==> src/rtl/qth_pkg.sv <==
package qth_pkg;

    localparam int CFG_W            = 7;
    localparam int PADDR_W          = 4;
    localparam int PDATA_W          = 32;
    localparam int COUNT_W          = 32;
    localparam int MAX_LEVELS_DEF   = 64;
    localparam int MAX_READ_LEN_DEF = 64;

    localparam logic [CFG_W-1:0] QUAL_OFFSET_RST = CFG_W'(33);
    localparam logic [CFG_W-1:0] MIN_LEVEL_RST   = CFG_W'(0);
    localparam logic [CFG_W-1:0] NUM_LEVELS_RST  = CFG_W'(64);
    localparam logic [CFG_W-1:0] READ_LEN_RST    = CFG_W'(64);

    typedef enum logic [1:0] {
        REG_QUAL_OFFSET = 2'd0,
        REG_MIN_LEVEL   = 2'd1,
        REG_NUM_LEVELS  = 2'd2,
        REG_READ_LEN    = 2'd3
    } t_reg_idx;

    typedef enum logic {
        OP_ACCUM = 1'b0,
        OP_READ  = 1'b1
    } t_opcode;

    typedef enum logic [2:0] {
        ST_OK   = 3'd0,
        ST_SKIP = 3'd1,
        ST_HIGH = 3'd2,
        ST_LONG = 3'd3,
        ST_HALT = 3'd4,
        ST_ADDR = 3'd5
    } t_status;

    typedef enum logic [2:0] {
        S_CLEAR,
        S_IDLE,
        S_ADDR1,
        S_ADDR2,
        S_READ,
        S_DONE
    } t_state;

    typedef struct packed {
        logic       opcode;
        logic [7:0] quality;
        logic       first_of_read;
        logic [5:0] read_position;
        logic [5:0] prev_level;
        logic [5:0] level;
    } t_in_word;

    typedef struct packed {
        logic [COUNT_W-1:0] count;
        logic [2:0]         status;
    } t_out_word;

    // controller to datapath
    typedef struct packed {
        logic clear;
        logic accept;
        logic calc1;
        logic calc2;
        logic finish;
    } t_cmd;

    // datapath to controller
    typedef struct packed {
        logic clear_last;
        logic need_mem;
        logic out_free;
    } t_stat;

endpackage

==> src/rtl/qth_ctrl.sv <==
module qth_ctrl
    import qth_pkg::*;
(
    input  logic  i_clk,
    input  logic  i_rst_n,
    input  logic  i_in_valid,
    input  t_stat i_stat,
    output logic  o_in_ready,
    output t_cmd  o_cmd
);

    t_state r_state;
    t_state n_state;

    always_ff @(posedge i_clk) begin
        if (!i_rst_n) begin
            r_state <= S_CLEAR;
        end else begin
            r_state <= n_state;
        end
    end

    always_comb begin
        n_state    = r_state;
        o_in_ready = 1'b0;
        o_cmd      = '0;
        unique case (r_state)
            S_CLEAR: begin
                o_cmd.clear = 1'b1;
                if (i_stat.clear_last) begin
                    n_state = S_IDLE;
                end
            end
            S_IDLE: begin
                o_in_ready = 1'b1;
                if (i_in_valid) begin
                    o_cmd.accept = 1'b1;
                    n_state      = i_stat.need_mem ? S_ADDR1 : S_DONE;
                end
            end
            S_ADDR1: begin
                o_cmd.calc1 = 1'b1;
                n_state     = S_ADDR2;
            end
            S_ADDR2: begin
                o_cmd.calc2 = 1'b1;
                n_state     = S_READ;
            end
            S_READ: begin
                n_state = S_DONE;
            end
            S_DONE: begin
                if (i_stat.out_free) begin
                    o_cmd.finish = 1'b1;
                    n_state      = S_IDLE;
                end
            end
            default: begin
                n_state = S_CLEAR;
            end
        endcase
    end

endmodule

==> config.mk <==
export PLATFORM = sky130hd
export DESIGN_NAME = qth_ctrl
export DESIGN_NICKNAME = d
export VERILOG_FILES = /design/src/rtl/qth_pkg.sv /design/src/rtl/qth_ctrl.sv
export SDC_FILE = /design/constraint.sdc
export NUM_CORES = 1
export LEC_CHECK = 0
export ABC_AREA = 1
export BUFFER_PORTS_ARGS = -buffer_cell sky130_fd_sc_hd__buf_2
export CAP_MARGIN = 15
export CORE_AREA = 10 10 47 49
export DETAILED_ROUTE_END_ITERATION = 10
export DIE_AREA = 0 0 57 59
export REMOVE_ABC_BUFFERS = 1
export SLEW_MARGIN = 20
export SYNTH_ARGS = -nofsm -noshare
export SYNTH_HDL_FRONTEND = slang
export SYNTH_SLANG_ARGS = --single-unit
==> constraint.sdc <==
create_clock -name i_clk -period 1.2 [get_ports i_clk]
set_input_delay 0.18 -clock i_clk [delete_from_list [all_inputs] [get_ports i_clk]]
set_output_delay 0.18 -clock i_clk [all_outputs]
set_load 0.02 [all_outputs]
==> flow_metrics.tcl <==
set metrics [dict create \
    drc 0 \
    num_antenna_cells 0 \
    area_growth_pct 73.87 \
    period_needed_ns 1.194 \
    critPathKind "flip-flop to primary output" \
    place_ws_ns 0.1282 \
    placementRows 14 \
    crit_fanout 8 \
    yosys_warnings 0 \
    clock-skew-final_ns 0.001622 \
    h-tree-depth 1 \
    cap_viol_max_count 0 \
    grt_overflow 0 \
    cp-end-kind "primary output" \
    grtUsageTotal_pct 5.149 \
    largest_register_ffs 3 \
    grt_antenna_before_repair 0 \
    powerDensity_nw_per_um2 1317 \
    postSynthCellCount 41 \
    cts_inserted_buffers 3 \
    gp_congestion 0.7768 \
    top_regs "r_state: 3 flops" \
    grt_max_degree 9 \
    dpl.hpwl_um 569.9 \
    rsz0062_at_grt "yes" \
    start_util_pct 17.77 \
    setup_viol 0 \
    fmax_mhz 837.5 \
    synth_area_um2 249.0 \
    yosysUniqueCellTypes 14 \
    first_pass_iters 2 \
    cp.required_ns 1.02 \
    slew_headroom_pct 88.93 \
    placed_cell_area_um2 312.8 \
    final_area_um2 432.9 \
    startpoint_type "flip-flop" \
    detailroute.via_count 307 \
    status "finished, final reports clean" \
    root_buffer "clkbuf_4" \
    synthTopCellsByArea "dfxtp_1 (24%), nor2_1 (15%), nand3_2 (12%), nand2_1 (11%), nor3_1 (8.0%)" \
    crit_path_max_incr_delay_ns 0.41 \
    drive_gt1_share_pct 54.24 \
    fp.dieW_um 57 \
    p_total_uw 570.2 \
    synth_top_area_share_pct 24.12 \
    routed_wirelength_um 763 \
    post_drt_via_cell_ratio 4.093 \
    nets 66 \
    slew_violations 0 \
    drt_iter0_drc 3 \
    avgSynthCellArea_um2 6.073 \
    setup-tns-final_ns 0 \
    fin_crit_sh_pct 99.51 \
    ctsLongestPathBuffers 2 \
    clk_pin_slew_ns 0.04 \
    coreArea_um2 1401 \
    worst_slack_ns 0.005902 \
    path_cells "inv_6, nor3_4, buf_6" \
    cp_slowest_cell "dfxtp_4" \
    yosys_register_bits 3 \
    clock_latency_ns 0.23 \
    leakage_nw 0.2161 \
    ioPinCount 12 \
    cts_sinks 3 \
    wl_per_cell_um 10.17 \
    cts_tree "yes" \
    die_y_um 59 \
    top_register "r_state" \
    synth_top_cell_by_area "dfxtp_1" \
    fin_util_pct 30.89 \
    grt_pass1_wl_um 1262 \
    port_buffers 11 \
    crit_arrival_ns 1.01 \
    tightestPinTransition_ns 0.1655 \
    grt_pass1_vias 296 \
    die_area_um2 3363 \
    ant_nets 0 \
    vdd_drop_max_v 0.0004356 \
    synth-seq-area-share_pct 24.12 \
    hp-class "input pin to flip-flop" \
    hold_viol 0 \
]
## path summary, 6_finish.rpt
kind / from / to / slack, ns / cells past startpoint
worst max-delay path: r_state[1] / o_cmd[2] / 0.006 / 3
worst min-delay path: i_rst_n / r_state[1] / 0.18 / 3
worst max register to register: r_state[1] / r_state[0] / 0.15 / 6
worst min register to register: r_state[2] / r_state[2] / 0.67 / 4
## cell families after synthesis
family                 count (synthesis)  synth area share (%)
AOI/OAI and AO/OA                      2                 4.020
buffers and inverters                  8                 15.07
DFF                                    3                 24.12
and+or+nand+nor                       28                 56.79
## cells in the final DEF, fill, tap and decap left out
cell,instances
nor3_1,1
nor3_4,1
nand3_2,3
nor2_1,10
inv_1,4
buf_6,1
buf_2,5
inv_6,1
nand2_4,1
nor2_2,1
clkbuf_1,1
buf_4,9
inv_4,1
nand3_1,1
clkinv_1,1
clkbuf_4,3
o21ai_1,2
nand2_1,7
dfxtp_4,3
nor3_2,3
## synthesized netlist by cell type, drive strengths merged
cell type and count:
buf 1, clkinv 1, nor3 5, nand3 4, dfxtp 3, nor2 11, o21ai 2, inv 6
nand2 8
## report_power, final
group          switching [mW]  internal (mW)
Clock                  0.0482          0.124
Combinational           0.129          0.108
Sequential             0.0407          0.119
## repair_timing
action / CTS / global route
hold buffers: 0 / 0
buffers inserted: 1 / 3
endpoints found under the setup margin: 6 / 6
pin swaps: 1 / 2
gates resized for setup: 10 / 11
cloned: 0 / 0
endpoints found under the hold margin: 0 / 0
## stage by stage
| step | hold slack (ns) | std cells |
|---|---|---|
| after floorplan | 0.2988 | 40 |
| after global placement | 0.4340 | 67 |
| after detailed placement | 0.4326 | 67 |
| after CTS | 0.1757 | 72 |
| after global routing | 0.1736 | 75 |
| final | 0.1822 | 75 |
## metal layers
| metal | part of all wire, % | global-route usage (%) | up-vias |
|---|---|---|---|
| li1 | - | - | 163 |
| met1 | 42 | 4.887 | 136 |
| met2 | 47 | 6.512 | 8 |
| met3 | 11 | 4.506 | 0 |
| met4 | 0 | 5.034 | 0 |
| met5 | 0 | 0 | - |
## area by class of cell
| class | instances | area, um2 |
|---|---|---|
| Timing Repair Buffer | 15 | 103.9 |
| Inverter | 7 | 33.78 |
| Sequential cell | 3 | 71.32 |
| Multi-Input combinational cell | 30 | 177.7 |
| Clock buffer | 4 | 26.28 |
| Fill cell | 161 | 968.4 |
| Tap cell | 16 | 20.02 |
## worst max-delay path: cells and delay by family (launching register included)
kind / cells / cell delay [ns]
buf+inv: 2 / 0.19
flops: 1 / 0.41
simple gates: 1 / 0.18
No activity file was read; power rests on OpenSTA's default activity.
